<file path="src/design/dual_button_toggle_pwm_controller_assert.svh">
// ----------------------------------------------------------------------------
// Assertion macros for the dual button toggle PWM controller
// Property forms used by the controller top module, which checks itself.
// ----------------------------------------------------------------------------
`ifndef DUAL_BUTTON_TOGGLE_PWM_CONTROLLER_ASSERT_SVH
`define DUAL_BUTTON_TOGGLE_PWM_CONTROLLER_ASSERT_SVH

// The consequent holds in the same cycle as the antecedent.
`define DBTP_ASSERT_SAME(label, clk, rstn, ante, cons) \
    label: assert property (@(posedge clk) disable iff (!(rstn)) (ante) |-> (cons)) \
        else $error("dbtp: same-cycle check failed");

// The consequent holds in the cycle after the antecedent.
`define DBTP_ASSERT_NEXT(label, clk, rstn, ante, cons) \
    label: assert property (@(posedge clk) disable iff (!(rstn)) (ante) |=> (cons)) \
        else $error("dbtp: next-cycle check failed");

`endif

</file>
<file path="src/design/dbtp_pkg.sv">
// ----------------------------------------------------------------------------
// dbtp_pkg
// Types and constants shared by the dual button toggle PWM controller.
// ----------------------------------------------------------------------------
`default_nettype none

package dbtp_pkg;

    localparam int CFG_IDX_W = 3;

    // Configuration register indexes.
    typedef enum logic [CFG_IDX_W-1:0] {
        CFG_PERIOD_LAST    = 3'd0,
        CFG_ON0_AT         = 3'd1,
        CFG_OFF0_AT        = 3'd2,
        CFG_ON1_AT         = 3'd3,
        CFG_OFF1_AT        = 3'd4,
        CFG_PRESS_RELOAD   = 3'd5,
        CFG_RELEASE_RELOAD = 3'd6,
        CFG_TIMEOUT_LEN    = 3'd7
    } cfg_index_t;

    // Reset values of the configuration registers.
    localparam logic [7:0]  RST_PERIOD_LAST    = 8'd29;
    localparam logic [7:0]  RST_ON0_AT         = 8'd2;
    localparam logic [7:0]  RST_OFF0_AT        = 8'd11;
    localparam logic [7:0]  RST_ON1_AT         = 8'd17;
    localparam logic [7:0]  RST_OFF1_AT        = 8'd26;
    localparam logic [7:0]  RST_PRESS_RELOAD   = 8'd4;
    localparam logic [7:0]  RST_RELEASE_RELOAD = 8'd10;
    localparam logic [15:0] RST_TIMEOUT_LEN    = 16'd60000;

    // Current configuration as seen by the datapath.
    typedef struct packed {
        logic [7:0]  period_last;
        logic [7:0]  on0_at;
        logic [7:0]  off0_at;
        logic [7:0]  on1_at;
        logic [7:0]  off1_at;
        logic [7:0]  press_reload;
        logic [7:0]  release_reload;
        logic [15:0] timeout_len;
    } cfg_t;

    // Status of one debounce channel for the current tick.
    typedef struct packed {
        logic level_after;  // debounced level after this tick
        logic flip;         // debounced level changes this tick
        logic press;        // the change is to the pressed level
    } db_status_t;

    // PWM compare phase: which compare point is armed.
    typedef enum logic [1:0] {
        PH_ON0  = 2'd0,
        PH_OFF0 = 2'd1,
        PH_ON1  = 2'd2,
        PH_OFF1 = 2'd3
    } phase_t;

endpackage

`default_nettype wire

</file>
<file path="src/design/dbtp_cfg_regs.sv">
// ----------------------------------------------------------------------------
// dbtp_cfg_regs
// Configuration register file written through the configuration channel.
// ----------------------------------------------------------------------------
`default_nettype none

module dbtp_cfg_regs
    import dbtp_pkg::*;
(
    input  wire logic                 aclk,
    input  wire logic                 aresetn,
    input  wire logic                 cfg_valid,
    output logic                      cfg_ready,
    input  wire logic [CFG_IDX_W-1:0] cfg_index,
    input  wire logic [15:0]          cfg_data,
    output cfg_t                      cfg
);

    cfg_t cfg_reg;
    cfg_t cfg_next;

    // Writes are always taken; cfg_ready is tied high.
    assign cfg_ready = 1'b1;
    assign cfg        = cfg_reg;

    // Decode the register index of a write request.
    always_comb begin
        cfg_next = cfg_reg;
        if (cfg_valid) begin
            case (cfg_index_t'(cfg_index))
                CFG_PERIOD_LAST:    cfg_next.period_last    = cfg_data[7:0];
                CFG_ON0_AT:         cfg_next.on0_at         = cfg_data[7:0];
                CFG_OFF0_AT:        cfg_next.off0_at        = cfg_data[7:0];
                CFG_ON1_AT:         cfg_next.on1_at         = cfg_data[7:0];
                CFG_OFF1_AT:        cfg_next.off1_at        = cfg_data[7:0];
                CFG_PRESS_RELOAD:   cfg_next.press_reload   = cfg_data[7:0];
                CFG_RELEASE_RELOAD: cfg_next.release_reload = cfg_data[7:0];
                CFG_TIMEOUT_LEN:    cfg_next.timeout_len    = cfg_data;
                default:            cfg_next = cfg_reg;
            endcase
        end
    end

    always_ff @(posedge aclk) begin
        if (!aresetn) begin
            cfg_reg.period_last    <= RST_PERIOD_LAST;
            cfg_reg.on0_at         <= RST_ON0_AT;
            cfg_reg.off0_at        <= RST_OFF0_AT;
            cfg_reg.on1_at         <= RST_ON1_AT;
            cfg_reg.off1_at        <= RST_OFF1_AT;
            cfg_reg.press_reload   <= RST_PRESS_RELOAD;
            cfg_reg.release_reload <= RST_RELEASE_RELOAD;
            cfg_reg.timeout_len    <= RST_TIMEOUT_LEN;
        end else begin
            cfg_reg <= cfg_next;
        end
    end

endmodule

`default_nettype wire

</file>
<file path="src/design/dbtp_debounce.sv">
// ----------------------------------------------------------------------------
// dbtp_debounce
// Counter based debouncer for one button, evaluated once per period end.
// ----------------------------------------------------------------------------
`default_nettype none

module dbtp_debounce
    import dbtp_pkg::*;
(
    input  wire logic       aclk,
    input  wire logic       aresetn,
    input  wire logic       step,         // an input item is accepted
    input  wire logic       period_end,   // the current tick ends a period
    input  wire logic       raw,
    input  wire logic [7:0] press_reload,
    input  wire logic [7:0] release_reload,
    output db_status_t      status
);

    logic       level_reg;
    logic       level_next;
    logic [7:0] count_reg;
    logic [7:0] count_next;
    logic       flip;

    // Reload while stable, count down while the raw level disagrees,
    // and flip the debounced level when the count runs out.
    always_comb begin
        flip       = 1'b0;
        level_next = level_reg;
        if (raw == level_reg) begin
            count_next = level_reg ? press_reload : release_reload;
        end else if (count_reg == 8'd0) begin
            flip       = 1'b1;
            level_next = ~level_reg;
            count_next = level_reg ? release_reload : press_reload;
        end else begin
            count_next = count_reg - 8'd1;
        end
    end

    // Report the result only on a period end.
    always_comb begin
        status.flip        = period_end & flip;
        status.press       = period_end & flip & level_reg;
        status.level_after = period_end ? level_next : level_reg;
    end

    always_ff @(posedge aclk) begin
        if (!aresetn) begin
            level_reg <= 1'b0;
            count_reg <= 8'd0;
        end else if (step && period_end) begin
            level_reg <= level_next;
            count_reg <= count_next;
        end
    end

endmodule

`default_nettype wire

</file>
<file path="src/design/dual_button_toggle_pwm_controller.sv">
// ----------------------------------------------------------------------------
// dual_button_toggle_pwm_controller
// Two debounced toggle buttons enabling a phased, non-overlapping two-channel
// PWM, with an inactivity timeout and a sleep request.
//
//   Channel   Direction  Handshake            Payload
//   s_        in         s_valid / s_ready    s_button0_level, s_button1_level
//   m_        out        m_valid / m_ready    m_drive0, m_drive1, m_sleep_request
//   cfg_      in         cfg_valid/cfg_ready  cfg_index, cfg_data
//
// Each timer tick is processed combinationally; one result per tick appears in
// the output register the cycle after the tick is accepted.
// A new tick is accepted every cycle while the output register is empty or
// being drained, so throughput is one tick per cycle without backpressure.
// A stall on m_ready holds the result and stops input acceptance.
// Reset is synchronous; no clearing pass.
// Configuration writes are accepted every cycle.
// ----------------------------------------------------------------------------
`default_nettype none

module dual_button_toggle_pwm_controller
    import dbtp_pkg::*;
(
    input  wire logic                 aclk,
    input  wire logic                 aresetn,
    input  wire logic                 s_valid,
    output logic                      s_ready,
    input  wire logic                 s_button0_level,
    input  wire logic                 s_button1_level,
    output logic                      m_valid,
    input  wire logic                 m_ready,
    output logic                      m_drive0,
    output logic                      m_drive1,
    output logic                      m_sleep_request,
    input  wire logic                 cfg_valid,
    output logic                      cfg_ready,
    input  wire logic [CFG_IDX_W-1:0] cfg_index,
    input  wire logic [15:0]          cfg_data
);

    cfg_t       cfg;
    db_status_t db0;
    db_status_t db1;

    logic        accept;
    logic        period_end;
    logic [7:0]  tick_reg;
    logic [7:0]  tick_next;
    logic [15:0] idle_reg;
    logic [15:0] idle_next;
    logic [1:0]  enable_reg;
    logic [1:0]  enable_next;
    logic [1:0]  drive_reg;
    logic [1:0]  drive_mid;
    logic [1:0]  drive_next;
    phase_t      phase_reg;
    phase_t      phase_next;
    logic [7:0]  point;
    logic        match;
    logic        sleep_next;

    logic        m_valid_reg;
    logic        m_drive0_reg;
    logic        m_drive1_reg;
    logic        m_sleep_reg;

    // Configuration registers.
    dbtp_cfg_regs u_cfg (
        .aclk      (aclk),
        .aresetn   (aresetn),
        .cfg_valid (cfg_valid),
        .cfg_ready (cfg_ready),
        .cfg_index (cfg_index),
        .cfg_data  (cfg_data),
        .cfg       (cfg)
    );

    // Handshake: take a request when the result register is free or draining.
    assign s_ready    = !m_valid_reg || m_ready;
    assign accept     = s_valid && s_ready;
    assign period_end = (tick_reg == cfg.period_last);

    // One debouncer per button.
    dbtp_debounce u_db0 (
        .aclk           (aclk),
        .aresetn        (aresetn),
        .step           (accept),
        .period_end     (period_end),
        .raw            (s_button0_level),
        .press_reload   (cfg.press_reload),
        .release_reload (cfg.release_reload),
        .status         (db0)
    );

    dbtp_debounce u_db1 (
        .aclk           (aclk),
        .aresetn        (aresetn),
        .step           (accept),
        .period_end     (period_end),
        .raw            (s_button1_level),
        .press_reload   (cfg.press_reload),
        .release_reload (cfg.release_reload),
        .status         (db1)
    );

    // Tick counter wraps after the last tick of the period.
    assign tick_next = period_end ? 8'd0 : tick_reg + 8'd1;

    // Idle timer: any debounced change reloads it, every period end counts
    // it down, and reaching zero switches both channels off.
    always_comb begin
        idle_next   = ((db0.flip || db1.flip) ? cfg.timeout_len : idle_reg) - 16'd1;
        enable_next = enable_reg ^ {db1.press, db0.press};
        if (period_end && (idle_next == 16'd0)) begin
            enable_next = 2'b00;
        end
    end

    // Compare point armed by the current phase.
    always_comb begin
        case (phase_reg)
            PH_ON0:  point = cfg.on0_at;
            PH_OFF0: point = cfg.off0_at;
            PH_ON1:  point = cfg.on1_at;
            PH_OFF1: point = cfg.off1_at;
            default: point = cfg.off1_at;
        endcase
        match = (enable_next != 2'b00) && (tick_reg == point);
    end

    // Next phase: advance one step on a compare match.
    always_comb begin
        phase_next = match ? phase_t'(phase_reg + 2'd1) : phase_reg;
    end

    // Output levels: the matched point switches its output, and a disabled
    // channel is always forced low.
    always_comb begin
        drive_mid = drive_reg;
        if (match) begin
            case (phase_reg)
                PH_ON0:  drive_mid[0] = drive_reg[0] | enable_next[0];
                PH_OFF0: drive_mid[0] = 1'b0;
                PH_ON1:  drive_mid[1] = drive_reg[1] | enable_next[1];
                PH_OFF1: drive_mid[1] = 1'b0;
                default: drive_mid    = drive_reg;
            endcase
        end
        drive_next = drive_mid & enable_next;
        sleep_next = (enable_next == 2'b00) && db0.level_after && db1.level_after &&
                     s_button0_level && s_button1_level;
    end

    // Tick state advances on every accepted request.
    always_ff @(posedge aclk) begin
        if (!aresetn) begin
            tick_reg   <= 8'd0;
            idle_reg   <= 16'd0;
            enable_reg <= 2'b00;
            drive_reg  <= 2'b00;
            phase_reg  <= PH_ON0;
        end else if (accept) begin
            tick_reg   <= tick_next;
            enable_reg <= enable_next;
            drive_reg  <= drive_next;
            phase_reg  <= phase_next;
            if (period_end) begin
                idle_reg <= idle_next;
            end
        end
    end

    // Result register valid flag.
    always_ff @(posedge aclk) begin
        if (!aresetn) begin
            m_valid_reg <= 1'b0;
        end else if (s_ready) begin
            m_valid_reg <= s_valid;
        end
    end

    // Result register payload.
    always_ff @(posedge aclk) begin
        if (accept) begin
            m_drive0_reg <= drive_next[0];
            m_drive1_reg <= drive_next[1];
            m_sleep_reg  <= sleep_next;
        end
    end

    assign m_valid         = m_valid_reg;
    assign m_drive0        = m_drive0_reg;
    assign m_drive1        = m_drive1_reg;
    assign m_sleep_request = m_sleep_reg;

`include "dual_button_toggle_pwm_controller_assert.svh"

    // Output zero can only be on between its on and off points.
    `DBTP_ASSERT_SAME(a_drive0_phase, aclk, aresetn, drive_reg[0], phase_reg == PH_OFF0)
    // Output one can only be on between its on and off points.
    `DBTP_ASSERT_SAME(a_drive1_phase, aclk, aresetn, drive_reg[1], phase_reg == PH_OFF1)
    // A driven output always belongs to an enabled channel.
    `DBTP_ASSERT_SAME(a_drive_enabled, aclk, aresetn, drive_reg != 2'b00,
                      (drive_reg & ~enable_reg) == 2'b00)
    // An accepted tick always produces a result in the next cycle.
    `DBTP_ASSERT_NEXT(a_accept_result, aclk, aresetn, accept, m_valid_reg)

endmodule

`default_nettype wire

</file>
<file path="config.mk">
export PLATFORM = sky130hd
export DESIGN_NAME = dual_button_toggle_pwm_controller
export DESIGN_NICKNAME = d
export VERILOG_FILES = /design/src/design/dbtp_pkg.sv /design/src/design/dbtp_cfg_regs.sv /design/src/design/dbtp_debounce.sv /design/src/design/dual_button_toggle_pwm_controller.sv
export VERILOG_INCLUDE_DIRS = /design/src /design/src/design
export SDC_FILE = /design/constraint.sdc
export NUM_CORES = 1
export LEC_CHECK = 0
export ABC_AREA = 1
export BUFFER_PORTS_ARGS = -buffer_cell sky130_fd_sc_hd__buf_2
export CAP_MARGIN = 15
export CORE_ASPECT_RATIO = 0.5
export CORE_MARGIN = 8
export CORE_UTILIZATION = 49
export DETAILED_ROUTE_END_ITERATION = 6
export PLACE_DENSITY_LB_ADDON = 0.2
export SYNTH_ARGS = -nofsm -noshare
export SYNTH_HDL_FRONTEND = slang
export SYNTH_SLANG_ARGS = --single-unit
export TNS_END_PERCENT = 5
</file>
<file path="constraint.sdc">
create_clock -name aclk -period 7.87 [get_ports aclk]
set_clock_uncertainty 0.1 [all_clocks]
set_input_delay 1.574 -clock aclk [delete_from_list [all_inputs] [get_ports aclk]]
set_output_delay 1.574 -clock aclk [all_outputs]
set_load 0.03 [all_outputs]
</file>
==> summary.md, run 1 <==
| Metric | Value |
|---|---|
| Yosys warning total | 0 |
| Crit-path most repeated cell | nand2_1 |
| First-pass GRT wire length | 31940 um |
| Antenna cells | 0 |
| Worst vdd rail ir drop | roughly 0.00014 V |
| Vias per std cell | 5.426 |
| Synth cell types | 48 |
| Hold_sp | u_cfg.cfg[57] |
| Die Y | ~100 um |
| Max reg flops | 72 |
| 1st-iter DRT viols | 867 |
| Detailed-route wire length per cell | 15.45 um |
| Final WL | 19470 um |
| Hold Crit Endpoint | u_cfg.cfg[57] |
| Max Fclk | 212.7 MHz |
| CP Class | input pin to register |
| Vias in the first global route | 6198 |
| Crit path launch type | input pin |
| Drt first pass iters | 7 |
| Max transition margin | 38.09% |
| Total global-route track usage | 21.65% |
| RSZ-0062 raised after global routing | false |
| Netlist Area Pre-Place | 0.006955 mm2 |
| # fillers | 1338 |
| Final design utilization | 56.58% |
| R2R Setup Slk | between 3 and 4 ns |
| DRC Markers | 0 |
| Final setup viols | 0 |
| Area grow syn2layout | 11.46% |
| CP peak stage delay | between 0.6 and 0.7 ns |
| Pwr Total | 1.541 mW |
| DRT antenna net count | 0 |
| Clk sinks | 124 |
| Hold Violations, Final | 0 |
| Share of layout cells above drive strength 1 | 11.61% |
| Root buffer cell | clkbuf_16 |
| Sequential fraction of the synthesis area | 36.12% |
| Post-CTS Setup Bufs | 0 |
| Antenna violations before repair | 0 |
| DP Area | around 0.0072 mm2 |
| Io pins | 32 |
| Least-Margin Pin Slew | 0.9287 ns |
| CTS resizes | 0 |
| Gpl congestion | 0.9328 |
| Rows | 30 |
| Hold_buf cts | 0 |
| Min Tclk post-route | 4.701 ns |
| Hold crit path type | register to register |
| Hold path depth | 2 |
| DP Wirelength | 13780 um |
| Core Box Area | 0.01370 mm2 |
| Primary FF master, synth | dfxtp_1 |
| CP top delay family | simple AND/OR/NAND/NOR gates |
| Post-layout instance area | a little under 0.008 mm2 |
| CTS Buf Count | 17 |
| Synthesized instance count | 1043 |
| Pwr dens | 198.7 mW/mm2 |
| Reg2reg end | m_drive1 |
| Worst R2R Path Depth | 22 |
| Worst-path cell chain | buf_2, inv_1, nand2_4, nand2_2, nor2_2, o21ai_4, nand2_1, nand2_2, ha_1, nand3_2, nor2_4, nand2_1, nand2_1, nand2_1, nor3_2, nand2_1, nor2_2, nand2_2, nand2_1, nor2_1, nand2_1, inv_1 |
| Worst-Skew Late Latency | 0.42 ns |
| CTS tree | built |
| Leak | 3.534 nW |
| Ys async rst share | 0% |
| CP Data Arrival Time | 4.78 ns |
| Post-Route Setup TNS | 0 ns |
| Syn Area/Cell | 6.669 um2 |
| Die width | between 150 and 200 um |
| Syn Nets | roughly 1.1k |
| CP required | 7.95 ns |
| Final nets | about 1.1k |
| CTS clk-pin slew, worst paths | 0.06 ns |
| Pins Over Slew Limit | 0 |
| Status | finished clean |
| Buf/Inv on CP | 3 |
| Bufs on Longest Clock Path | 2 |
| Initial core utilization | 50.77% |
| Seq cells post-synth | between 100 and 150 |
| Critical path's slowest cell | o21ai_4 |
| Hold_ws | 0.3511 ns |
| GR Overflow Total | 0 |
| Port buffer count | 30 |
| Vias | 6837 |
| Die area | around 0.018 mm2 |
| H-tree depth | 4 |
| Max-cap violation count | 0 |
| CP endpoint kind | register |
| Fin crit share | approximately 60% |
| Crit Path Max Fanout | 34 |
| Reg2reg start | u_db1.count_reg[0] |
| Number of synthesized flops with an enable pin | 3 |
| Largest net degree at the start of global routing | 95 |
metal layers:
metal  GRT usage, %  vias to the layer above  part of all wire (%)
met5              0                        -                     0
met4          6.285                        0                   1.6
met3          4.542                       30                   7.2
met2          32.38                      252                    42
met1          30.65                     3114                    49
li1               -                     3441                     -
worst max-delay path by stage:
stage	start	end	slack (ns)	cells past startpoint
final	s_button0_level	m_drive1	3.17	22
after global routing	s_button0_level	m_drive1	2.74	22
after floorplan	s_button0_level	m_drive0	3.70	22
after global placement	s_button0_level	m_drive1	2.87	22
after CTS	s_button0_level	m_drive1	3.23	22
after detailed placement	s_button0_level	m_drive1	2.81	22
cell type report:
type,count,area [um2],area share (%)
timing repair buffer,34,180.2,2.324
clock buffer,19,442.9,5.713
inverter,126,478.0,6.165
clock inverter,13,130.1,1.679
sequential,124,2512,32.41
multi-input combinational,752,3769,48.61
tap,192,240.2,3.099
metrics by stage:
| step | worst slack (ns) | cells |
|---|---|---|
| finish | 3.169 | 1260 |
| global route | 2.738 | 1260 |
| CTS | 3.230 | 1260 |
| detailed placement | 2.809 | 1228 |
| global placement | 2.870 | 1228 |
| floorplan | 3.700 | 1043 |
cell usage after synthesis, drive strengths merged (2+ instances only):
cell     number  share of area, %
ha           11               2.0
o211ai        4              0.43
o221ai        4              0.50
buf          12               1.2
a21oi        53               3.9
dfxtp       121                35
a31oi         8              0.72
nand4         9              0.81
nor2        127               7.8
inv         125               6.8
nand3        74               5.6
nor3         11              0.86
nor3b         4              0.43
nor4          2              0.18
xnor2         3              0.38
edfxtp        3               1.3
a221oi        3              0.38
clkbuf       29               1.6
a22oi         4              0.43
o22ai        14               1.3
xor2         21               2.8
a211oi        7              0.76
o2111ai       3              0.38
nand2       261                15
o21ai       125               9.3
tightest hold or removal path: cells and delay by family, from the launching register on:
| family | cells | cell delay, ns |
|---|---|---|
| DFF | 1 | 0.32 |
| and+or+nand+nor | 2 | 0.10 |
kinds of logic after synthesis:
| logic type | Yosys count | share of synthesized area (%) |
|---|---|---|
| and+or+nand+nor | 490 | 30.81 |
| AOI/OAI and AO/OA | 226 | 18.20 |
| buffers and inverters | 167 | 9.696 |
| DFF | 124 | 36.12 |
| xor gates and xnor gates | 24 | 3.130 |
| adders and majority gates | 11 | 1.979 |
| other | 1 | 0.05391 |
power breakdown:
group	switching (mW)	internal (mW)
combinational	0.0773	0.0336
sequential	0.0118	0.647
clock	0.320	0.451
layout by cell type, fill, tap and decap left out, types with 2 or more instances in the layout:
cell type   instances
nand2_1           242
dfxtp_1           121
o21ai_0           117
nor2_1            112
inv_1             110
nand3_1            72
a21oi_1            51
buf_2              30
xor2_1             20
clkbuf_16          17
nand2_2            16
o22ai_1            14
inv_2              13
ha_1               11
nor2_2             10
nor3_1             10
nand4_1             9
a31oi_1             8
a211oi_1            7
nor2_4              5
nor3b_1             4
o21ai_1             4
o211ai_1            4
a22oi_1             4
o221ai_1            4
inv_6               4
buf_4               4
inv_4               3
nand2_4             3
xnor2_1             3
o21ai_2             3
o2111ai_1           3
a221oi_1            3
clkinvlp_4          3
edfxtp_1            3
a21oi_2             2
nor4_1              2
inv_8               2
Power figures use the tool's default switching activity.
==> run 2, diff against run 1 <==
==> constraint.sdc (replaced) <==
create_clock -name aclk -period 3.9 [get_ports aclk]
set_clock_uncertainty 0.1 [all_clocks]
set_input_delay 0.78 -clock aclk [delete_from_list [all_inputs] [get_ports aclk]]
set_output_delay 0.78 -clock aclk [all_outputs]
set_load 0.03 [all_outputs]
==> summary.md, run 2 (synthesis results as in run 1) <==
| Metric | Value |
|---|---|
| Pwr dens | 398.5 mW/mm2 (+100%) |
| Final WL | 20290 um (+4.2%) |
| Io pins | 32 (unchanged) |
| Rows | 30 (unchanged) |
| Hold_buf cts | 0 (unchanged) |
| Crit. Startpoint | u_db1.count_reg[0] |
| Max-cap violation count | 0 (unchanged) |
| Hold crit path type | register to register |
| R2R Setup Slk | 0.35 ns (-3.28 ns) |
| Gpl congestion | 0.9468 (+1.5%) |
| Core Box Area | 0.01370 mm2 (unchanged) |
| Crit Path Max Fanout | 18 (-47%) |
| Total global-route track usage | 22.43% (+0.78 points) |
| WL met3 | 1370 um (-2.6%) |
| Status | finished clean |
| CTS Buf Count | 17 (unchanged) |
| Post-Route Setup TNS | 0 ns (unchanged) |
| CP Data Arrival Time | 3.63 ns (-1.15 ns) |
| Pins Over Slew Limit | 0 (unchanged) |
| CP Class | register to register |
| Vias per std cell | 5.420 (-0.11%) |
| Metal2 WL | 9030 um (+11%) |
| Commonest non-fill, non-tap cell in the layout | nand2_1 |
| First-pass GRT wire length | 33320 um (+4.3%) |
| Max Fclk | 281.3 MHz |
| Worst vdd rail ir drop | 0.0003121 V (+120%) |
| Vias | 6873 (+0.53%) |
| Reg2reg start | u_db1.count_reg[0] |
| RSZ-0062 raised after global routing | false |
| Die Y | 100.2 um (unchanged) |
| Drt first pass iters | 7 (unchanged) |
| H-tree depth | 4 (unchanged) |
| CTS clk-pin slew, worst paths | 0.06 ns (about the same) |
| Area grow syn2layout | 12.50% |
| DRC Markers | 0 (unchanged) |
| Least-Margin Pin Slew | 0.7765 ns (-0.1522 ns) |
| CTS tree | built |
| Hold_sp | u_cfg.cfg[57] |
| Final nets | 1100 (+0.73%) |
| Root buffer cell | clkbuf_16 |
| Worst-Skew Late Latency | 0.43 ns (about the same) |
| Crit path launch type | register |
| Share of layout cells above drive strength 1 | 12.45% (+0.84 points) |
| DP Wirelength | 14570 um (+5.7%) |
| 1st-iter DRT viols | 867 (unchanged) |
| Initial core utilization | 50.77% (unchanged) |
| Largest net degree at the start of global routing | 81 (-15%) |
| Antenna cells | 0 (unchanged) |
| Hold Violations, Final | 0 (unchanged) |
| Most frequent cells in the layout | nand2_1 (242), dfxtp_1 (120), o21ai_0 (117), nor2_1 (112), inv_1 (110) |
| CP endpoint kind | register |
| Bufs on Longest Clock Path | 2 (unchanged) |
| Clk sinks | 124 (unchanged) |
| Fin crit share | 91.15% |
| Leak | 3.582 nW (+1.3%) |
| DRT antenna net count | 0 (unchanged) |
| CP required | 3.98 ns (-3.97 ns) |
| Detailed-route wire length per cell | 16.00 um (+3.5%) |
| Vias in the first global route | 6509 (+5.0%) |
| Max transition margin | 48.23% (+10 points) |
| Metal-1 WL | 9577 um (-0.36%) |
| Final setup viols | 0 (unchanged) |
| Die width | 184.5 um (unchanged) |
| Port buffer count | 30 (unchanged) |
| GR Overflow Total | 0 (unchanged) |
| Min Tclk post-route | around 3.6 ns |
| Max reg flops | 72 (unchanged) |
| Die area | 0.01849 mm2 (unchanged) |
| Final design utilization | 57.11% (+0.53 points) |
| # fillers | 1297 (-3.1%) |
| Uppermost layer routed | met4 |
| Antenna violations before repair | 0 (unchanged) |
-- run 2: power breakdown --
part           switching, mW  internal (mW)
logic                  0.159         0.0679
clock network          0.710          0.850
registers             0.0250           1.31
-- run 2: timing repair --
action	CTS	global route
endpoints found under the setup margin	0	4
resized for setup	0	3
buffers inserted	0	0
hold endpoints to repair	0	0
-- run 2: cell type report --
class                      count  area [um2]  area share, %
tap                          192       240.2          3.070
sequential                   124        2514          32.12
inverter                     126       478.0          6.108
timing repair buffer          42       240.2          3.070
clock inverter                15       148.9          1.903
clock buffer                  17       425.4          5.437
multi-input combinational    752        3779          48.29
-- run 2: per-stage QoR --
stage                     total power [mW]  hold slack, ns  cells  worst slack [ns]  cell area, um2
final                                3.118          0.3535   1268            0.3451            7825
after floorplan                      1.502          0.3236   1043            0.5237            6955
after detailed placement             1.580          0.3389   1236           0.05917            7239
after global routing                 3.214          0.3900   1268          0.007533            7825
after global placement               1.576          0.3331   1236            0.1712            7239
after CTS                            3.119          0.3557   1268            0.2339            7814
-- run 2: per-layer routing --
metal | vias to the layer above | global-route usage, %
li1 | 3461 | -
met5 | - | 0
met3 | 37 | 4.650
met4 | 0 | 6.531
met2 | 208 | 36.06
met1 | 3167 | 29.87
-- run 2: worst max-delay path: stages (launching register included) --
cell     delay (ns)
dfxtp_1        0.31
inv_1          0.14
ha_1           0.16
nor3b_1        0.18
nand2_1        0.12
nor2_2         0.22
nand3_1        0.11
nand2_1        0.13
buf_4          0.25
nand2_1        0.13
nand2_2        0.13
nand2_1        0.07
nor2_2         0.21
nand3_1        0.11
nand2_1        0.06
nand2_1        0.07
nor2_2         0.15
inv_1          0.05
nor2_1         0.13
nand2_2        0.13
nand2_1        0.14
nor2_1         0.06
nand2_1        0.09
inv_1          0.05
-- run 2: path summary, 6_finish.rpt --
path,to,depth (start not counted)
worst min-delay path,u_cfg.cfg[57],2
worst min register to register,u_cfg.cfg[57],2
worst max-delay path,m_drive1,23
worst max register to register,m_drive1,23
==> run 3, diff against run 2 <==
--- a/config.mk
+++ b/config.mk
@@ -6,7 +6,6 @@
 export SDC_FILE = /design/constraint.sdc
 export NUM_CORES = 1
 export LEC_CHECK = 0
-export ABC_AREA = 1
 export BUFFER_PORTS_ARGS = -buffer_cell sky130_fd_sc_hd__buf_2
 export CAP_MARGIN = 15
 export CORE_ASPECT_RATIO = 0.5
==> summary.md, run 3 <==
| Metric | Value |
|---|---|
| Rows | 31 (+3.3%) |
| Fin crit share | 96.21% (+5.1 points) |
| Int Power | 2.481 mW (+12%) |
| Primary FF master, synth | dfxtp_1 |
| Post-synthesis adder-cell area fraction | 1.906% (-0.073 points) |
| Largest family of logic cells by synthesized area | simple AND/OR/NAND/NOR gates |
| Max transition margin | 27.67% (-21 points) |
| Die Y | 101.8 um (+1.6%) |
| Synth top area cells | dfxtp_1 (34%), nand2_1 (10%), a21boi_0 (6.5%) |
| Initial core utilization | 50.04% (-0.72 points) |
| Least-Margin Pin Slew | 1.081 ns (+0.3044 ns) |
| CTS tree | built |
| Ys async rst share | 0% (unchanged) |
| CTS Buf Count | 17 (unchanged) |
| Final design utilization | 58.98% (+1.9 points) |
| Buf/Inv on CP | 2 (-2) |
| Crit Path Max Fanout | 6 (-12) |
| Vias | 6994 (+1.8%) |
| Pwr dens | 386.7 mW/mm2 (-2.9%) |
| GR Overflow Total | 0 (unchanged) |
| Net Sw Power | 0.8103 mW (-9.4%) |
| Die area | 0.01911 mm2 (+3.3%) |
| Worst Slack Setup Final | 0.1479 ns (-0.1972 ns) |
| Leak | 3.175 nW (-11%) |
| Total global-route track usage | 21.76% (-0.67 points) |
| CP endpoint kind | register |
| Seq pwr share | 40.2% (-2.5 points) |
| Mux cell area share after synthesis | 2.079% (+2.1 points) |
| DRC Markers | 0 (unchanged) |
| Bufs on Longest Clock Path | 2 (unchanged) |
| Seq cells post-synth | 124 (unchanged) |
| Min Tclk post-route | 3.752 ns (+0.1972 ns) |
| Setup WS pre-CTS | -0.3262 ns (-0.3853 ns) |
| Gpl congestion | 0.9062 (-4.3%) |
| Synth Area in XOR/XNOR | 6.307% (+3.2 points) |
| CP Class | register to register |
| CP required | 4.11 ns (+0.13 ns) |
| CP peak stage delay | 0.45 ns (+0.14 ns) |
| Worst vdd rail ir drop | 0.0003124 V (+0.12%) |
| Max reg flops | 72 (unchanged) |
| Simple-Gate Fraction of Synth Area | 27.33% (-3.5 points) |
| Io pins | 32 (unchanged) |
| Syn Area/Cell | 7.617 um2 (+14%) |
| Hold Violations, Final | 0 (unchanged) |
| Area grow syn2layout | 17.87% |
| Worst-path cell chain | inv_1, ha_1, nor3b_2, and3_4, o211ai_1, buf_4, mux2i_4, ha_4, or3b_4, o31a_1, a2111o_1, nor3_4, o211ai_1, o221a_2, mux2i_1 |
| Clk sinks | 124 (unchanged) |
| Area leader, netlist | dfxtp_1 |
| Synth top area share | 33.55% (-1.3 points) |
| Max Fclk | 266.5 MHz (-5.3%) |
| Synth cell types | 63 (+31%) |
| Final WL | 20670 um (+1.9%) |
| Multi-input logic area | 0.004509 mm2 (+19%) |
| Syn Nets | 985 (-8.8%) |
| Root buffer cell | clkbuf_16 |
| Largest net degree at the start of global routing | 43 (-47%) |
| Final nets | 1013 (-7.9%) |
| Sw frac | 24.62% (-4.1 points) |
| Crit-path most repeated cell | o211ai_1 |
| Vias per std cell | 5.897 (+8.8%) |
| Worst-Skew Late Latency | 0.43 ns (about the same) |
| First-pass GRT wire length | 33890 um (+1.7%) |
| Hold_buf cts | 0 (unchanged) |
| Core Box Area | 0.01443 mm2 (+5.3%) |
| # fillers | 1324 (+2.1%) |
| Antenna cells | 0 (unchanged) |
| Pins Over Slew Limit | 0 (unchanged) |
| Drt first pass iters | 7 (unchanged) |
| Synthesized instance count | 948 (-9.1%) |
| H-tree depth | 4 (unchanged) |
| Most common cell in the netlist | nand2_1 |
| Final setup viols | 0 (unchanged) |
| Clock power share | 52.1% (+2.1 points) |
| Netlist Area Pre-Place | 0.007221 mm2 (+3.8%) |
| Commonest non-fill, non-tap cell in the layout | nand2_1 |
| CTS clk-pin slew, worst paths | 0.06 ns (about the same) |
| Status | finished clean |
| Yosys warning total | 0 (unchanged) |
| CP top delay family | compound AO/OA/AOI/OAI gates |
| CP Data Arrival Time | 3.96 ns (+0.33 ns) |
| Hold crit path type | register to register |
| Detailed-route wire length per cell | 17.42 um (+8.9%) |
| Die width | 187.7 um (+1.7%) |
| Share of layout cells above drive strength 1 | 14.57% (+2.1 points) |
| Crit path launch type | register |
| Number of synthesized flops with an enable pin | 3 (unchanged) |
| 1st-iter DRT viols | 649 (-25%) |
| Vias in the first global route | 6519 (+0.15%) |
| Most frequent cells in the layout | nand2_1 (192), dfxtp_1 (119), a21boi_0 (63), nor2_1 (62), buf_4 (49) |
| Register Area | 0.002515 mm2 (about the same) |
| Antenna violations before repair | 0 (unchanged) |
| DRT antenna net count | 0 (unchanged) |
| DP Wirelength | 14230 um (-2.3%) |
| Combinational Power Share | 7.7% (+0.4 points) |
| Critical path's slowest cell | or3b_4 |
| Commonest cells in the netlist | nand2_1 (192), dfxtp_1 (121), a21boi_0 (63) |
| Compound-Gate Fraction of Synth Area | 22.37% (+4.2 points) |
| Max-cap violation count | 0 (unchanged) |
| Port buffer count | 30 (unchanged) |
| Sequential fraction of the synthesis area | 34.79% (-1.3 points) |
-- run 3: changes by cell type after synthesis, sizes merged, moves of 15 or more --
| cell | before | now |
|---|---|---|
| a21boi | 0 | 63 |
| a21oi | 53 | 30 |
| o21ai | 125 | 38 |
| clkbuf | 29 | 60 |
| nand2 | 261 | 192 |
| nand3 | 74 | 47 |
| mux2i | 0 | 15 |
| inv | 125 | 24 |
| nor2 | 127 | 62 |
| nor2b | 0 | 17 |
| xnor2 | 3 | 37 |
-- run 3: through the flow --
step	setup TNS (ns)	hold slack, ns	cell area (um2)	instances	power (mW)
global route	-0.09332	0.3821	8511	1186	3.388
floorplan	-3.969	0.3398	7279	948	1.516
CTS	0	0.3649	8347	1183	3.291
global placement	-1.005	0.3494	7716	1152	1.588
finish	0	0.3626	8511	1186	3.291
detailed placement	-2.504	0.3568	7716	1152	1.594
-- run 3: worst paths after layout --
check | startpoint | to | slack [ns] | depth (start not counted)
worst max-delay path | u_db1.count_reg[0] | phase_reg[0] | 0.15 | 15
worst min-delay path | u_cfg.cfg[61] | u_cfg.cfg[61] | 0.36 | 2
worst max register to register | u_db1.count_reg[0] | phase_reg[0] | 0.15 | 15
worst min register to register | u_cfg.cfg[61] | u_cfg.cfg[61] | 0.36 | 2
-- run 3: worst min-delay path, cell delays in order, from the launching register on --
cell and delay [ns]:
dfxtp_1 0.30, nand2_1 0.05, a21boi_0 0.06
-- run 3: layout make-up --
| cell class | count | area share, % |
|---|---|---|
| multi-input cells | 729 | 52.98 |
| repair buffers | 79 | 6.086 |
| well taps | 198 | 2.911 |
| flip-flops and latches | 124 | 29.55 |
| inverters | 25 | 1.103 |
| clock buffers | 18 | 5.160 |
| clock inverters | 13 | 2.205 |
-- run 3: cells by family after synthesis --
family | after synthesis
AND/OR/NAND/NOR | 420
flip-flops | 124
multiplexers | 15
adder cells (fa/ha/maj) | 11
other | 1
AO/OA/AOI/OAI | 230
buffers and inverters | 95
XOR/XNOR | 52
-- run 3: repair_timing --
item / in CTS / in global routing
resized for setup: 1 / 23
endpoints found under the setup margin: 5 / 9
buffers inserted: 0 / 3
pin swaps: 1 / 13
gates cloned: 0 / 0
-- run 3: metal layers --
metal / part of all wire [%] / global-route usage, % / vias to the layer above
met1: 47 / 28.85 / 3326
met4: 2.5 / 8.243 / 0
met3: 6.0 / 4.939 / 41
li1: - / - / 3404
met5: 0 / 0 / -
met2: 44 / 34.42 / 223
-- run 3: power groups by stage --
stage                     Combinational, mW  Sequential [mW]  Clock [mW]
after global placement                0.240             1.35           0
after global routing                  0.281             1.32        1.78
final                                 0.255             1.32        1.71
after CTS                             0.247             1.32        1.72
after floorplan                       0.174             1.34           0
after detailed placement              0.246             1.35           0
